File: src/rtl/blob_extent_accumulator_defines.svh
// Assertion macros shared by the blob extent accumulator RTL.
`ifndef BLOB_EXTENT_ACCUMULATOR_DEFINES_SVH
`define BLOB_EXTENT_ACCUMULATOR_DEFINES_SVH

`ifndef SYNTHESIS
`define BEA_ASSERT_IMP(lbl, clk, rstn, ante, cons) \
    lbl: assert property (@(posedge clk) disable iff (!(rstn)) (ante) |-> (cons)) \
        else $error("assertion failed");
`define BEA_ASSERT_NEXT(lbl, clk, rstn, ante, cons) \
    lbl: assert property (@(posedge clk) disable iff (!(rstn)) (ante) |=> (cons)) \
        else $error("assertion failed");
`else
`define BEA_ASSERT_IMP(lbl, clk, rstn, ante, cons)
`define BEA_ASSERT_NEXT(lbl, clk, rstn, ante, cons)
`endif

`endif

File: src/rtl/bea_pkg.sv
// Types, codes and sizes shared by the blob extent accumulator modules.
`default_nettype none

package bea_pkg;

    localparam int COORD_BITS  = 10;
    localparam int COUNT_BITS  = 20;
    localparam int QUEUE_DEPTH = 4;
    localparam int QPTR_BITS   = $clog2(QUEUE_DEPTH);
    localparam int QCNT_BITS   = $clog2(QUEUE_DEPTH + 1);
    localparam int OBUF_DEPTH  = 2;
    localparam int OPTR_BITS   = $clog2(OBUF_DEPTH);
    localparam int OCNT_BITS   = $clog2(OBUF_DEPTH + 1);

    localparam logic [1:0] FUNC_PIXEL    = 2'd0;
    localparam logic [1:0] FUNC_RECEPTOR = 2'd1;
    localparam logic [1:0] FUNC_MERGE    = 2'd2;

    localparam logic [1:0] CFG_IDX_RECEPTOR = 2'd0;
    localparam logic [1:0] CFG_IDX_WRAP_POS = 2'd1;
    localparam logic [1:0] CFG_IDX_WRAP_NEG = 2'd2;

    localparam int OTHER_VALID_BIT = 0;
    localparam int OTHER_CROWN_BIT = 1;

    typedef enum logic [1:0] {
        OP_NONE,
        OP_PIXEL,
        OP_RECEPTOR,
        OP_MERGE
    } t_op;

    typedef struct packed {
        logic        [1:0]            func;
        logic        [COORD_BITS-1:0] x_low;
        logic        [COORD_BITS-1:0] x_high;
        logic        [COORD_BITS-1:0] y_low;
        logic        [COORD_BITS-1:0] y_high;
        logic        [15:0]           rho_low;
        logic        [15:0]           rho_high;
        logic signed [15:0]           theta_low;
        logic signed [15:0]           theta_high;
        logic        [COUNT_BITS-1:0] other_receptors;
        logic        [COUNT_BITS-1:0] other_pixels;
        logic        [1:0]            other_flags;
    } t_item;

    typedef struct packed {
        logic                         absorbed;
        logic        [COUNT_BITS-1:0] pixel_count;
        logic        [COUNT_BITS-1:0] receptor_count;
        logic        [COORD_BITS-1:0] box_min_x;
        logic        [COORD_BITS-1:0] box_max_x;
        logic        [COORD_BITS-1:0] box_min_y;
        logic        [COORD_BITS-1:0] box_max_y;
        logic        [15:0]           range_min_rho;
        logic        [15:0]           range_max_rho;
        logic signed [15:0]           range_min_theta;
        logic signed [15:0]           range_max_theta;
        logic                         crown_flag;
    } t_result;

    typedef struct packed {
        t_op   op;
        t_item item;
    } t_cmd;

endpackage

`default_nettype wire

File: src/rtl/bea_queue.sv
// Short command queue between the classifying front and the update back end.
`default_nettype none

`include "blob_extent_accumulator_defines.svh"

module bea_queue (
    input  wire logic          i_clk,
    input  wire logic          i_rst_n,
    input  wire logic          i_valid,
    output logic               o_ready,
    input  wire bea_pkg::t_cmd i_cmd,
    output logic               o_valid,
    input  wire logic          i_ready,
    output bea_pkg::t_cmd      o_cmd
);
    import bea_pkg::*;

    t_cmd                 r_mem [QUEUE_DEPTH];
    logic [QPTR_BITS-1:0] r_wptr;
    logic [QPTR_BITS-1:0] r_rptr;
    logic [QCNT_BITS-1:0] r_count;
    logic                 push_fire;
    logic                 pop_fire;

    assign o_ready   = r_count < QCNT_BITS'(QUEUE_DEPTH);
    assign o_valid   = r_count != '0;
    assign o_cmd     = r_mem[r_rptr];
    assign push_fire = i_valid && o_ready;
    assign pop_fire  = i_ready && o_valid;

    always_ff @(posedge i_clk) begin
        if (push_fire) begin
            r_mem[r_wptr] <= i_cmd;
        end
    end

    always_ff @(posedge i_clk) begin
        if (!i_rst_n) begin
            r_wptr  <= '0;
            r_rptr  <= '0;
            r_count <= '0;
        end else begin
            if (push_fire) begin
                r_wptr <= r_wptr + QPTR_BITS'(1);
            end
            if (pop_fire) begin
                r_rptr <= r_rptr + QPTR_BITS'(1);
            end
            if (push_fire && !pop_fire) begin
                r_count <= r_count + QCNT_BITS'(1);
            end else if (pop_fire && !push_fire) begin
                r_count <= r_count - QCNT_BITS'(1);
            end
        end
    end

    `BEA_ASSERT_NEXT(a_q_drain, i_clk, i_rst_n, pop_fire && !push_fire,
                     r_count == $past(r_count) - QCNT_BITS'(1))
    `BEA_ASSERT_NEXT(a_q_fill, i_clk, i_rst_n, push_fire && !pop_fire,
                     r_count == $past(r_count) + QCNT_BITS'(1))

endmodule

`default_nettype wire

File: src/rtl/bea_front.sv
// Input stage: takes transactions and classifies them into update commands.
`default_nettype none

module bea_front (
    input  wire logic           i_clk,
    input  wire logic           i_rst_n,
    input  wire logic           push,
    output logic                full,
    input  wire bea_pkg::t_item i_item,
    output logic                o_valid,
    input  wire logic           i_ready,
    output bea_pkg::t_cmd       o_cmd
);
    import bea_pkg::*;

    logic r_valid;
    t_cmd r_cmd;
    t_op  op;
    logic accept;

    always_comb begin
        unique case (i_item.func)
            FUNC_PIXEL:    op = OP_PIXEL;
            FUNC_RECEPTOR: op = OP_RECEPTOR;
            FUNC_MERGE:    op = i_item.other_flags[OTHER_VALID_BIT] ? OP_MERGE : OP_NONE;
            default:       op = OP_NONE;
        endcase
    end

    assign full    = r_valid && !i_ready;
    assign accept  = push && !full;
    assign o_valid = r_valid;
    assign o_cmd   = r_cmd;

    always_ff @(posedge i_clk) begin
        if (accept) begin
            r_cmd.op   <= op;
            r_cmd.item <= i_item;
        end
    end

    always_ff @(posedge i_clk) begin
        if (!i_rst_n) begin
            r_valid <= 1'b0;
        end else if (accept) begin
            r_valid <= 1'b1;
        end else if (i_ready) begin
            r_valid <= 1'b0;
        end
    end

endmodule

`default_nettype wire

File: src/rtl/bea_back.sv
// Blob state, configuration registers, update logic and result buffer.
`default_nettype none

`include "blob_extent_accumulator_defines.svh"

module bea_back (
    input  wire logic          i_clk,
    input  wire logic          i_rst_n,
    input  wire logic          i_valid,
    output logic               o_ready,
    input  wire bea_pkg::t_cmd i_cmd,
    input  wire logic          i_cfg_valid,
    output logic               o_cfg_ready,
    input  wire logic [1:0]    i_cfg_index,
    input  wire logic [16:0]   i_cfg_data,
    output logic               empty,
    input  wire logic          pop,
    output bea_pkg::t_result   o_result
);
    import bea_pkg::*;

    typedef struct packed {
        logic signed [15:0] lo;
        logic signed [15:0] hi;
    } t_theta_pair;

    logic                     r_cfg_recv;
    logic signed [16:0]       r_cfg_pos;
    logic signed [16:0]       r_cfg_neg;

    logic [COUNT_BITS-1:0]    r_pix_total, n_pix_total;
    logic [COUNT_BITS-1:0]    r_rec_total, n_rec_total;
    logic [COORD_BITS-1:0]    r_lo_x, n_lo_x, r_hi_x, n_hi_x;
    logic [COORD_BITS-1:0]    r_lo_y, n_lo_y, r_hi_y, n_hi_y;
    logic [15:0]              r_lo_rho, n_lo_rho, r_hi_rho, n_hi_rho;
    logic signed [15:0]       r_lo_theta, n_lo_theta, r_hi_theta, n_hi_theta;
    logic                     r_crown, n_crown;
    logic                     r_alive;
    logic                     n_absorbed;

    t_result                  r_obuf [OBUF_DEPTH];
    logic [OPTR_BITS-1:0]     r_owp, r_orp;
    logic [OCNT_BITS-1:0]     r_ocnt;
    logic                     cmd_fire;
    logic                     pop_fire;
    t_result                  res;
    t_theta_pair              th_rec, th_merge;
    logic                     merge_ok;

    function automatic logic [COUNT_BITS-1:0] sat_add(input logic [COUNT_BITS-1:0] a,
                                                      input logic [COUNT_BITS-1:0] b);
        logic [COUNT_BITS:0] s;
        s = {1'b0, a} + {1'b0, b};
        return s[COUNT_BITS] ? {COUNT_BITS{1'b1}} : s[COUNT_BITS-1:0];
    endfunction

    function automatic logic signed [16:0] tdiff(input logic signed [15:0] a,
                                                 input logic signed [15:0] b);
        return $signed({a[15], a}) - $signed({b[15], b});
    endfunction

    function automatic logic [16:0] mag(input logic signed [16:0] v);
        return v[16] ? 17'(-v) : 17'(v);
    endfunction

    function automatic t_theta_pair add_receptor(input logic signed [15:0] lo,
                                                 input logic signed [15:0] hi,
                                                 input logic signed [15:0] t,
                                                 input logic signed [16:0] pos,
                                                 input logic signed [16:0] neg);
        t_theta_pair        r;
        logic signed [16:0] d_lo;
        logic signed [16:0] d_hi;
        d_lo = tdiff(lo, t);
        d_hi = tdiff(hi, t);
        r.lo = lo;
        r.hi = hi;
        if (lo > hi) begin
            if (mag(d_lo) < mag(d_hi)) begin
                if (lo > t) r.lo = t;
            end else begin
                if (hi < t) r.hi = t;
            end
        end else if (d_hi > pos || d_lo > pos) begin
            r.hi = t;
        end else if (d_hi < neg || d_lo < neg) begin
            r.lo = t;
        end else begin
            if (lo > t) r.lo = t;
            if (hi < t) r.hi = t;
        end
        return r;
    endfunction

    function automatic t_theta_pair merge_theta(input logic signed [15:0] lo,
                                                input logic signed [15:0] hi,
                                                input logic signed [15:0] bmin,
                                                input logic signed [15:0] bmax,
                                                input logic signed [16:0] pos,
                                                input logic signed [16:0] neg);
        t_theta_pair        r;
        logic               sw;
        logic               ow;
        logic signed [16:0] d_lmin;
        logic signed [16:0] d_hmax;
        logic signed [16:0] d_lmax;
        sw     = lo > hi;
        ow     = bmin > bmax;
        d_lmin = tdiff(lo, bmin);
        d_hmax = tdiff(hi, bmax);
        d_lmax = tdiff(lo, bmax);
        r.lo   = lo;
        r.hi   = hi;
        if (sw && ow) begin
            if (lo > bmin) r.lo = bmin;
            if (hi < bmax) r.hi = bmax;
        end else if (sw) begin
            if (d_lmin > pos) begin
                if (hi < bmax) r.hi = bmax;
            end else if (d_hmax < neg) begin
                if (lo > bmin) r.lo = bmin;
            end else begin
                if (lo > bmin) r.lo = bmin;
                if (hi < bmax) r.hi = bmax;
            end
        end else if (ow) begin
            if (d_lmin < neg) begin
                if (lo < bmin) r.lo = bmin;
                if (hi < bmax) r.hi = bmax;
            end else if (d_hmax > pos) begin
                if (lo > bmin) r.lo = bmin;
                if (hi > bmax) r.hi = bmax;
            end else begin
                if (lo > bmin) r.lo = bmin;
                if (hi < bmax) r.hi = bmax;
            end
        end else if (d_hmax > pos || d_lmin > pos) begin
            r.hi = bmax;
        end else if (d_hmax < neg || d_lmax < neg) begin
            r.lo = bmin;
        end else begin
            if (lo > bmin) r.lo = bmin;
            if (hi < bmax) r.hi = bmax;
        end
        return r;
    endfunction

    assign o_cfg_ready = 1'b1;
    assign o_ready     = r_ocnt != OCNT_BITS'(OBUF_DEPTH);
    assign cmd_fire    = i_valid && o_ready;
    assign empty       = r_ocnt == '0;
    assign pop_fire    = pop && !empty;
    assign o_result    = r_obuf[r_orp];
    assign merge_ok    = r_alive && i_cmd.item.other_flags[OTHER_VALID_BIT];

    assign th_rec   = add_receptor(r_lo_theta, r_hi_theta, i_cmd.item.theta_low,
                                   r_cfg_pos, r_cfg_neg);
    assign th_merge = merge_theta(r_lo_theta, r_hi_theta, i_cmd.item.theta_low,
                                  i_cmd.item.theta_high, r_cfg_pos, r_cfg_neg);

    always_comb begin
        n_pix_total = r_pix_total;
        n_rec_total = r_rec_total;
        n_lo_x      = r_lo_x;
        n_hi_x      = r_hi_x;
        n_lo_y      = r_lo_y;
        n_hi_y      = r_hi_y;
        n_lo_rho    = r_lo_rho;
        n_hi_rho    = r_hi_rho;
        n_lo_theta  = r_lo_theta;
        n_hi_theta  = r_hi_theta;
        n_crown     = r_crown;
        n_absorbed  = 1'b0;
        unique case (i_cmd.op)
            OP_PIXEL: begin
                n_pix_total = sat_add(r_pix_total, COUNT_BITS'(1));
                if (r_lo_x > i_cmd.item.x_low) n_lo_x = i_cmd.item.x_low;
                if (r_hi_x < i_cmd.item.x_low) n_hi_x = i_cmd.item.x_low;
                if (r_lo_y > i_cmd.item.y_low) n_lo_y = i_cmd.item.y_low;
                if (r_hi_y < i_cmd.item.y_low) n_hi_y = i_cmd.item.y_low;
            end
            OP_RECEPTOR: begin
                n_rec_total = sat_add(r_rec_total, COUNT_BITS'(1));
                if (r_lo_x > i_cmd.item.x_low) n_lo_x = i_cmd.item.x_low;
                if (r_hi_x < i_cmd.item.x_low) n_hi_x = i_cmd.item.x_low;
                if (r_lo_y > i_cmd.item.y_low) n_lo_y = i_cmd.item.y_low;
                if (r_hi_y < i_cmd.item.y_low) n_hi_y = i_cmd.item.y_low;
                if (r_lo_rho > i_cmd.item.rho_low) n_lo_rho = i_cmd.item.rho_low;
                if (r_hi_rho < i_cmd.item.rho_low) n_hi_rho = i_cmd.item.rho_low;
                n_lo_theta = th_rec.lo;
                n_hi_theta = th_rec.hi;
            end
            OP_MERGE: begin
                if (merge_ok) begin
                    n_absorbed  = 1'b1;
                    n_rec_total = sat_add(r_rec_total, i_cmd.item.other_receptors);
                    n_pix_total = sat_add(r_pix_total, i_cmd.item.other_pixels);
                    if (r_lo_x > i_cmd.item.x_low)  n_lo_x = i_cmd.item.x_low;
                    if (r_hi_x < i_cmd.item.x_high) n_hi_x = i_cmd.item.x_high;
                    if (r_lo_y > i_cmd.item.y_low)  n_lo_y = i_cmd.item.y_low;
                    if (r_hi_y < i_cmd.item.y_high) n_hi_y = i_cmd.item.y_high;
                    if (r_cfg_recv) begin
                        if (r_lo_rho > i_cmd.item.rho_low)  n_lo_rho = i_cmd.item.rho_low;
                        if (r_hi_rho < i_cmd.item.rho_high) n_hi_rho = i_cmd.item.rho_high;
                        n_lo_theta = th_merge.lo;
                        n_hi_theta = th_merge.hi;
                        n_crown    = r_crown | i_cmd.item.other_flags[OTHER_CROWN_BIT];
                    end
                end
            end
            default: begin
            end
        endcase
    end

    always_comb begin
        res.absorbed        = n_absorbed;
        res.pixel_count     = n_pix_total;
        res.receptor_count  = n_rec_total;
        res.box_min_x       = n_lo_x;
        res.box_max_x       = n_hi_x;
        res.box_min_y       = n_lo_y;
        res.box_max_y       = n_hi_y;
        res.range_min_rho   = n_lo_rho;
        res.range_max_rho   = n_hi_rho;
        res.range_min_theta = n_lo_theta;
        res.range_max_theta = n_hi_theta;
        res.crown_flag      = n_crown;
    end

    always_ff @(posedge i_clk) begin
        if (cmd_fire) begin
            r_obuf[r_owp] <= res;
        end
    end

    always_ff @(posedge i_clk) begin
        if (!i_rst_n) begin
            r_cfg_recv  <= 1'b1;
            r_cfg_pos   <= 17'sd32768;
            r_cfg_neg   <= -17'sd32768;
            r_pix_total <= '0;
            r_rec_total <= '0;
            r_lo_x      <= '1;
            r_hi_x      <= '0;
            r_lo_y      <= '1;
            r_hi_y      <= '0;
            r_lo_rho    <= '1;
            r_hi_rho    <= '0;
            r_lo_theta  <= '0;
            r_hi_theta  <= '0;
            r_crown     <= 1'b0;
            r_alive     <= 1'b1;
            r_owp       <= '0;
            r_orp       <= '0;
            r_ocnt      <= '0;
        end else begin
            if (i_cfg_valid) begin
                case (i_cfg_index)
                    CFG_IDX_RECEPTOR: r_cfg_recv <= i_cfg_data[0];
                    CFG_IDX_WRAP_POS: r_cfg_pos  <= $signed(i_cfg_data);
                    CFG_IDX_WRAP_NEG: r_cfg_neg  <= $signed(i_cfg_data);
                    default: begin
                    end
                endcase
            end
            if (cmd_fire) begin
                r_pix_total <= n_pix_total;
                r_rec_total <= n_rec_total;
                r_lo_x      <= n_lo_x;
                r_hi_x      <= n_hi_x;
                r_lo_y      <= n_lo_y;
                r_hi_y      <= n_hi_y;
                r_lo_rho    <= n_lo_rho;
                r_hi_rho    <= n_hi_rho;
                r_lo_theta  <= n_lo_theta;
                r_hi_theta  <= n_hi_theta;
                r_crown     <= n_crown;
                r_owp       <= r_owp + OPTR_BITS'(1);
            end
            if (pop_fire) begin
                r_orp <= r_orp + OPTR_BITS'(1);
            end
            if (cmd_fire && !pop_fire) begin
                r_ocnt <= r_ocnt + OCNT_BITS'(1);
            end else if (pop_fire && !cmd_fire) begin
                r_ocnt <= r_ocnt - OCNT_BITS'(1);
            end
        end
    end

    `BEA_ASSERT_NEXT(a_rec_mono, i_clk, i_rst_n, 1'b1,
                     r_rec_total >= $past(r_rec_total))
    `BEA_ASSERT_NEXT(a_pix_step, i_clk, i_rst_n, cmd_fire && i_cmd.op == OP_PIXEL,
                     r_pix_total != $past(r_pix_total) || (&r_pix_total))
    `BEA_ASSERT_NEXT(a_none_hold, i_clk, i_rst_n, cmd_fire && i_cmd.op == OP_NONE,
                     $stable(r_pix_total) && $stable(r_rec_total) && $stable(r_lo_theta))

endmodule

`default_nettype wire

File: src/rtl/blob_extent_accumulator.sv
// Top level of the blob extent accumulator.
// One blob's statistics (counts, X/Y box, rho range, wrapping theta range, crown
// flag) are updated by a stream of pixel, receptor and merge transactions, one
// per clock. Each accepted transaction yields one result holding the blob state
// after the update; the result passes the front register, the command queue and
// the result buffer on its way out. The combinational update in the back end
// sets the sustained rate of one transaction per cycle; a four-entry command
// queue and a two-entry result buffer let either side stall. Configuration
// writes are taken every cycle and belong only to idle periods.
`default_nettype none

module blob_extent_accumulator (
    input  wire logic             i_clk,
    input  wire logic             i_rst_n,
    input  wire logic             push,
    output logic                  full,
    input  wire bea_pkg::t_item   i_item,
    output logic                  empty,
    input  wire logic             pop,
    output bea_pkg::t_result      o_result,
    input  wire logic             i_cfg_valid,
    output logic                  o_cfg_ready,
    input  wire logic [1:0]       i_cfg_index,
    input  wire logic [16:0]      i_cfg_data
);
    import bea_pkg::*;

    logic f_valid, f_ready;
    t_cmd f_cmd;
    logic q_valid, q_ready;
    t_cmd q_cmd;

    bea_front u_front (
        .i_clk   (i_clk),
        .i_rst_n (i_rst_n),
        .push    (push),
        .full    (full),
        .i_item  (i_item),
        .o_valid (f_valid),
        .i_ready (f_ready),
        .o_cmd   (f_cmd)
    );

    bea_queue u_queue (
        .i_clk   (i_clk),
        .i_rst_n (i_rst_n),
        .i_valid (f_valid),
        .o_ready (f_ready),
        .i_cmd   (f_cmd),
        .o_valid (q_valid),
        .i_ready (q_ready),
        .o_cmd   (q_cmd)
    );

    bea_back u_back (
        .i_clk       (i_clk),
        .i_rst_n     (i_rst_n),
        .i_valid     (q_valid),
        .o_ready     (q_ready),
        .i_cmd       (q_cmd),
        .i_cfg_valid (i_cfg_valid),
        .o_cfg_ready (o_cfg_ready),
        .i_cfg_index (i_cfg_index),
        .i_cfg_data  (i_cfg_data),
        .empty       (empty),
        .pop         (pop),
        .o_result    (o_result)
    );

endmodule

`default_nettype wire

File: config.mk
export PLATFORM = sky130hd
export DESIGN_NAME = blob_extent_accumulator
export DESIGN_NICKNAME = d
export VERILOG_FILES = /design/src/rtl/bea_pkg.sv /design/src/rtl/bea_queue.sv /design/src/rtl/bea_front.sv /design/src/rtl/bea_back.sv /design/src/rtl/blob_extent_accumulator.sv
export VERILOG_INCLUDE_DIRS = /design/src /design/src/rtl
export SDC_FILE = /design/constraint.sdc
export NUM_CORES = 2
export LEC_CHECK = 0
export ABC_CLOCK_PERIOD_IN_PS = 15850
export BUFFER_PORTS_ARGS = -buffer_cell sky130_fd_sc_hd__buf_2
export CAP_MARGIN = 20
export CORE_MARGIN = 2
export CORE_UTILIZATION = 42
export DETAILED_ROUTE_END_ITERATION = 12
export PLACE_DENSITY_LB_ADDON = 0.15
export SETUP_SLACK_MARGIN = 0.15
export SLEW_MARGIN = 0
export SYNTH_ARGS = -nofsm -noshare
export SYNTH_HDL_FRONTEND = slang
export SYNTH_HIERARCHICAL = 1
export SYNTH_SLANG_ARGS = --single-unit
File: constraint.sdc
create_clock -name i_clk -period 15.85 [get_ports i_clk]
set_input_delay 3.17 -clock i_clk [delete_from_list [all_inputs] [get_ports i_clk]]
set_output_delay 3.17 -clock i_clk [all_outputs]
set_load 0.05 [all_outputs]
; ---- Word level (Yosys, flattened, before mapping)
; Memories as Yosys holds them, arrays and structs flattened. A register that Yosys moved wholly into a read port is not among the register bits.
; Cells that the tools add are included.
[totals]
reg_bits = 342
ram_bits = 892
inputBits = 172
wordCells = 203
n_memories = 2
[op_classes]
n_addsub = 18
order_cmp = 25
eq_ne = 8
mux = 84
bitwise_logic = 1
n_reduce_logical = 31
[mem_list]
columns = name, words, width, read_ports, rd_clocked_by_memory_dff, write_ports, line
row1 = u_queue.r_mem, 4, 150, 1, 1, 1, bea_queue.sv:18  ; t_cmd r_mem [QUEUE_DEPTH];
row2 = u_back.r_obuf, 2, 146, 1, 1, 1, bea_back.sv:41  ; t_result r_obuf [OBUF_DEPTH];
[op_table]
columns = op, count
row1 = $mux W16, 30
row2 = $mux W32, 5
row3 = $pmux W16 S2, 4
row4 = $mux W20, 6
row5 = $mux W10, 10
row6 = $lt A17 B17 Y1, 5
row7 = $gt A16 B16 Y1, 5
row8 = $lt A16 B16 Y1, 5
row9 = $pmux W10 S2, 4
row10 = $pmux W20 S2, 2
row11 = $sub A16 B16 Y17, 4
row12 = $gt A17 B17 Y1, 3
row13 = $add A20 B1 Y21 const B, 2
row14 = $add A20 B20 Y21, 2
row15 = $lt A10 B10 Y1, 4
row16 = $mux W17, 2
row17 = $neg A17 Y17, 2
row18 = $gt A10 B10 Y1, 2
row19 = $mux W1, 13
row20 = $logic_and A1 B1 Y1, 10
row21 = $mux W2, 5
row22 = $eq A2 B2 Y1 const B, 4
row23 = $add A2 B1 Y2 const B, 3
row24 = $eq A2 B1 Y1 const B, 3
row25 = 16 further kinds, 32

; ---- Longest topological paths before layout
[depth]
depth_word = 11
mapped_depth = 31

; ---- Hierarchy
; Netlist, hierarchy kept.
[by_module_without_submodules]
columns = module, instances, cells_each, area_per_inst_um2, seq_area_each_um2
row1 = bea_back, 1, 3464, 33311.9, 12472.0
row2 = bea_queue, 1, 829, 22088.7, 18197.5
row3 = bea_front, 1, 159, 4576.9, 4524.3

; ---- Worst setup path after synthesis
; Ideal clock, no wire load.
[synth_path]
kind = input-to-reg
from = input push
to = register u_front.r_cmd (netlist bit u_front/o_cmd[0]), enable pin
setup_ns = 0.678
t_arrival_ns = 9.658
t_required_ns = 15.172
slack_ns = 5.514
stages = 1
n_path_buf = 0
cell_sequence = nor2b_1
[synth_between]
elab_chain_len = 1
[synth_lines]
columns = element, line
row1 = "start, declared", blob_extent_accumulator.sv:15  ; input wire logic push,
row2 = $logic_and A1 B1 Y1, bea_front.sv:31  ; assign accept = push && !full;
row3 = "end, declared", bea_front.sv:17  ; t_cmd r_cmd;
; No other way between the ends.
; A chain may end at the register's enable or synchronous reset.

==> results_dict.tcl <==
set metrics [dict create \
    setup_viol 0 \
    crit_slowest_cell "dfxtp_4" \
    cp-start-kind "flip-flop" \
    rows 138 \
    whs_endpoint "u_back/r_cfg_pos[12]" \
    wl_mm 158 \
    crit_path_end_kind "flip-flop" \
    grtUsageTotal 0.215 \
    outcome "finished clean" \
    die_height_um 381 \
    postRouteAntennaNets 0 \
    tightest_slew_ns 1.17 \
    finalClockSkew_ns 0.0383 \
    drt-wirelength-per-cell_um 23.4 \
    numCtsBuffers 138 \
    overflow 0 \
    cts-root-buf "clkbuf_16" \
    drc_errors 0 \
    power_density_nw_per_um2 222 \
    path_buf_inv 2 \
    layout_setup_ws_ns 7.21 \
    arrival_ns 9.35 \
    holdBufCountCts 0 \
    cp.required_ns 16.56 \
    final_nets 5330 \
    vias_per_cell 5.65 \
    gp_congestion 0.912 \
    hold_depth 2 \
    syn_nets 5005 \
    fmax_ghz 0.116 \
    ios 321 \
    max_cap_viol_count 0 \
    synthToLayoutAreaGrowth_pct 13.4 \
    dr.pass1.iters 6 \
    drv_slew 0 \
    max_stage_delay_ns 0.87 \
    instances_no_fill 6766 \
    power_mw 15.0 \
    fp.coreArea_um2 141000 \
    drt_iter0_markers 3022 \
    hold_viol 0 \
    synth.cell_area_um2 59600 \
    ff2ff_setup_slack_ns 7.21 \
    post-place-ws_ns 7.43 \
    layout-drive-gt1-share 0.188 \
    grt_max_degree 149 \
    ctsResizeCount 0 \
    start_util 0.422 \
    worstHoldStart "u_back/r_cfg_pos[12]" \
    cts_tree "built" \
    synthCells 4440 \
    leakagePower_nw 25.3 \
    yosys_warnings 6 \
    cp_top_family "compound AO/OA/AOI/OAI gates" \
    grt_pass1_wl_mm 236 \
    clk_latency_ns 0.79 \
    r2r-end "u_back/r_hi_theta[11]" \
    cts.repair_timing.setup_buffer_count 0 \
    slew-limit-headroom 0.220 \
    die_area_um2 145000 \
    dr_total_vias 38200 \
    place_inst 6514 \
    dp_hpwl_mm 110 \
    hold_path.class "flip-flop to flip-flop" \
    finalCritPeriodShare 0.545 \
    h-tree-depth 4 \
    finalSetupTns_ns 0 \
    ir_drop_mv 0.145 \
    grt_use_met1 0.304 \
    met2_usage 0.338 \
    first_global_vias 37100 \
    cp_max_fo 38 \
    antenna_found_initial 13 \
    min_period_ns 8.64 \
    rsz0062_at_grt "false" \
    r2r_cells 26 \
    cts.sinks 1227 \
    clk_pin_slew_worst_paths_ns 0.06 \
    busiest_layer "met2" \
    io_buffer_count 319 \
    grt_use_met3 0.0364 \
    critPathKind "flip-flop to flip-flop" \
    fp.dieW_um 381 \
    syn_area_per_cell_um2 13.4 \
    clockBufferDepth 3 \
]
per-layer routing:
layer	vias to the layer above	routed length [um]
met4	10	4320
met5	-	59
met2	987	73000
met1	19100	72700
li1	17900	-
met3	243	8390
worst max-delay path by stage:
| stage | from | to | slack (ns) | cells after the start |
|---|---|---|---|---|
| 2_1_floorplan | push | u_front/o_cmd[0] | 5.60 | 1 |
| 3_3_place_gp | flip-flop | u_back/r_hi_theta[10] | 7.46 | 25 |
| 3_5_place_dp | flip-flop | u_back/r_hi_theta[11] | 7.43 | 26 |
| 4_1_cts | flip-flop | u_back/r_hi_theta[11] | 7.38 | 26 |
| 5_1_grt | flip-flop | u_back/r_hi_theta[0] | 6.60 | 23 |
| 6_report | flip-flop | u_back/r_hi_theta[11] | 7.21 | 26 |
per-stage QoR:
step	hold slack (ns)	utilization	cell area [um2]
2_1_floorplan	0.443	-	59600
3_3_place_gp	0.453	0.448	63300
5_1_grt	0.477	0.479	67600
6_report	0.464	0.479	67600
3_5_place_dp	0.459	0.448	63300
4_1_cts	0.466	0.479	67600
where the power goes:
| part | internal [mW] | switching, mW | total, mW |
|---|---|---|---|
| combinational | 2.51 | 4.71 | 7.22 |
| sequential | 4.40 | 0.354 | 4.75 |
| clock | 1.76 | 1.31 | 3.07 |
| total | 8.67 | 6.38 | 15.0 |
cells in the final DEF (no fill, tap or decap), types with 30 or more instances in the layout:
cell type  instances
nand2_1          286
a22o_1            65
nand3_1           70
mux2_2           146
buf_4             41
a31oi_1           60
dfxtp_1          192
a221o_1           39
a21boi_0          39
mux2i_1           30
nor2b_1           40
a211oi_1          50
nand4_1           32
edfxtp_1        1032
nor3_1            60
and2_1            35
mux4_2           148
ha_1             385
nor2_1           147
o221ai_1          52
buf_2            319
and3_1            45
a21o_1            89
o21ai_0          212
a21oi_1          195
nand2b_1          45
xnor2_1           78
clkbuf_16        142
o21a_1            48
inv_1            264
sequential cells by signal (all words and copies together) (netlist names), 2 cells and up, named ones only:
signal              cells
u_queue/r_mem         592
u_back/r_obuf         292
u_front/o_cmd         148
u_back/r_pix_total     20
u_back/r_rec_total     20
u_back/r_cfg_neg       17
u_back/r_cfg_pos       17
u_back/r_hi_rho        16
u_back/r_hi_theta      16
u_back/r_lo_rho        16
u_back/r_lo_theta      16
u_back/r_hi_x          10
u_back/r_hi_y          10
u_back/r_lo_x          10
u_back/r_lo_y          10
u_queue/r_count         3
u_back/r_ocnt           2
u_queue/r_rptr          2
u_queue/r_wptr          2
layout make-up:
class | count | area (um2)
repair buffers | 364 | 1980
flip-flops and latches | 1227 | 34900
multi-input cells | 2768 | 23000
diodes | 2 | 5.00
fillers | 12600 | 73600
clock buffers | 180 | 3790
clock inverters | 69 | 574
inverters | 266 | 1000
well taps | 1890 | 2360
worst register-to-register path, stage by stage (launching register included):
cell	delay, ns
dfxtp_4	0.87
mux4_2	0.74
ha_1	0.26
inv_1	0.07
fa_1	0.21
a21o_1	0.13
a21oi_1	0.10
o21ai_0	0.29
a2111oi_0	0.28
nand2b_1	0.22
o41ai_1	0.47
nand2_1	0.11
a31oi_1	0.69
inv_1	0.42
o21ai_0	0.21
xor2_1	0.10
ha_1	0.32
a21o_1	0.12
a21oi_1	0.06
o211ai_1	0.26
a311oi_1	0.11
nor3_1	0.48
nor4b_1	0.40
o31a_1	0.75
and3_1	0.58
and2_1	0.21
a221o_1	0.10
(Power assumes the default switching activity.)
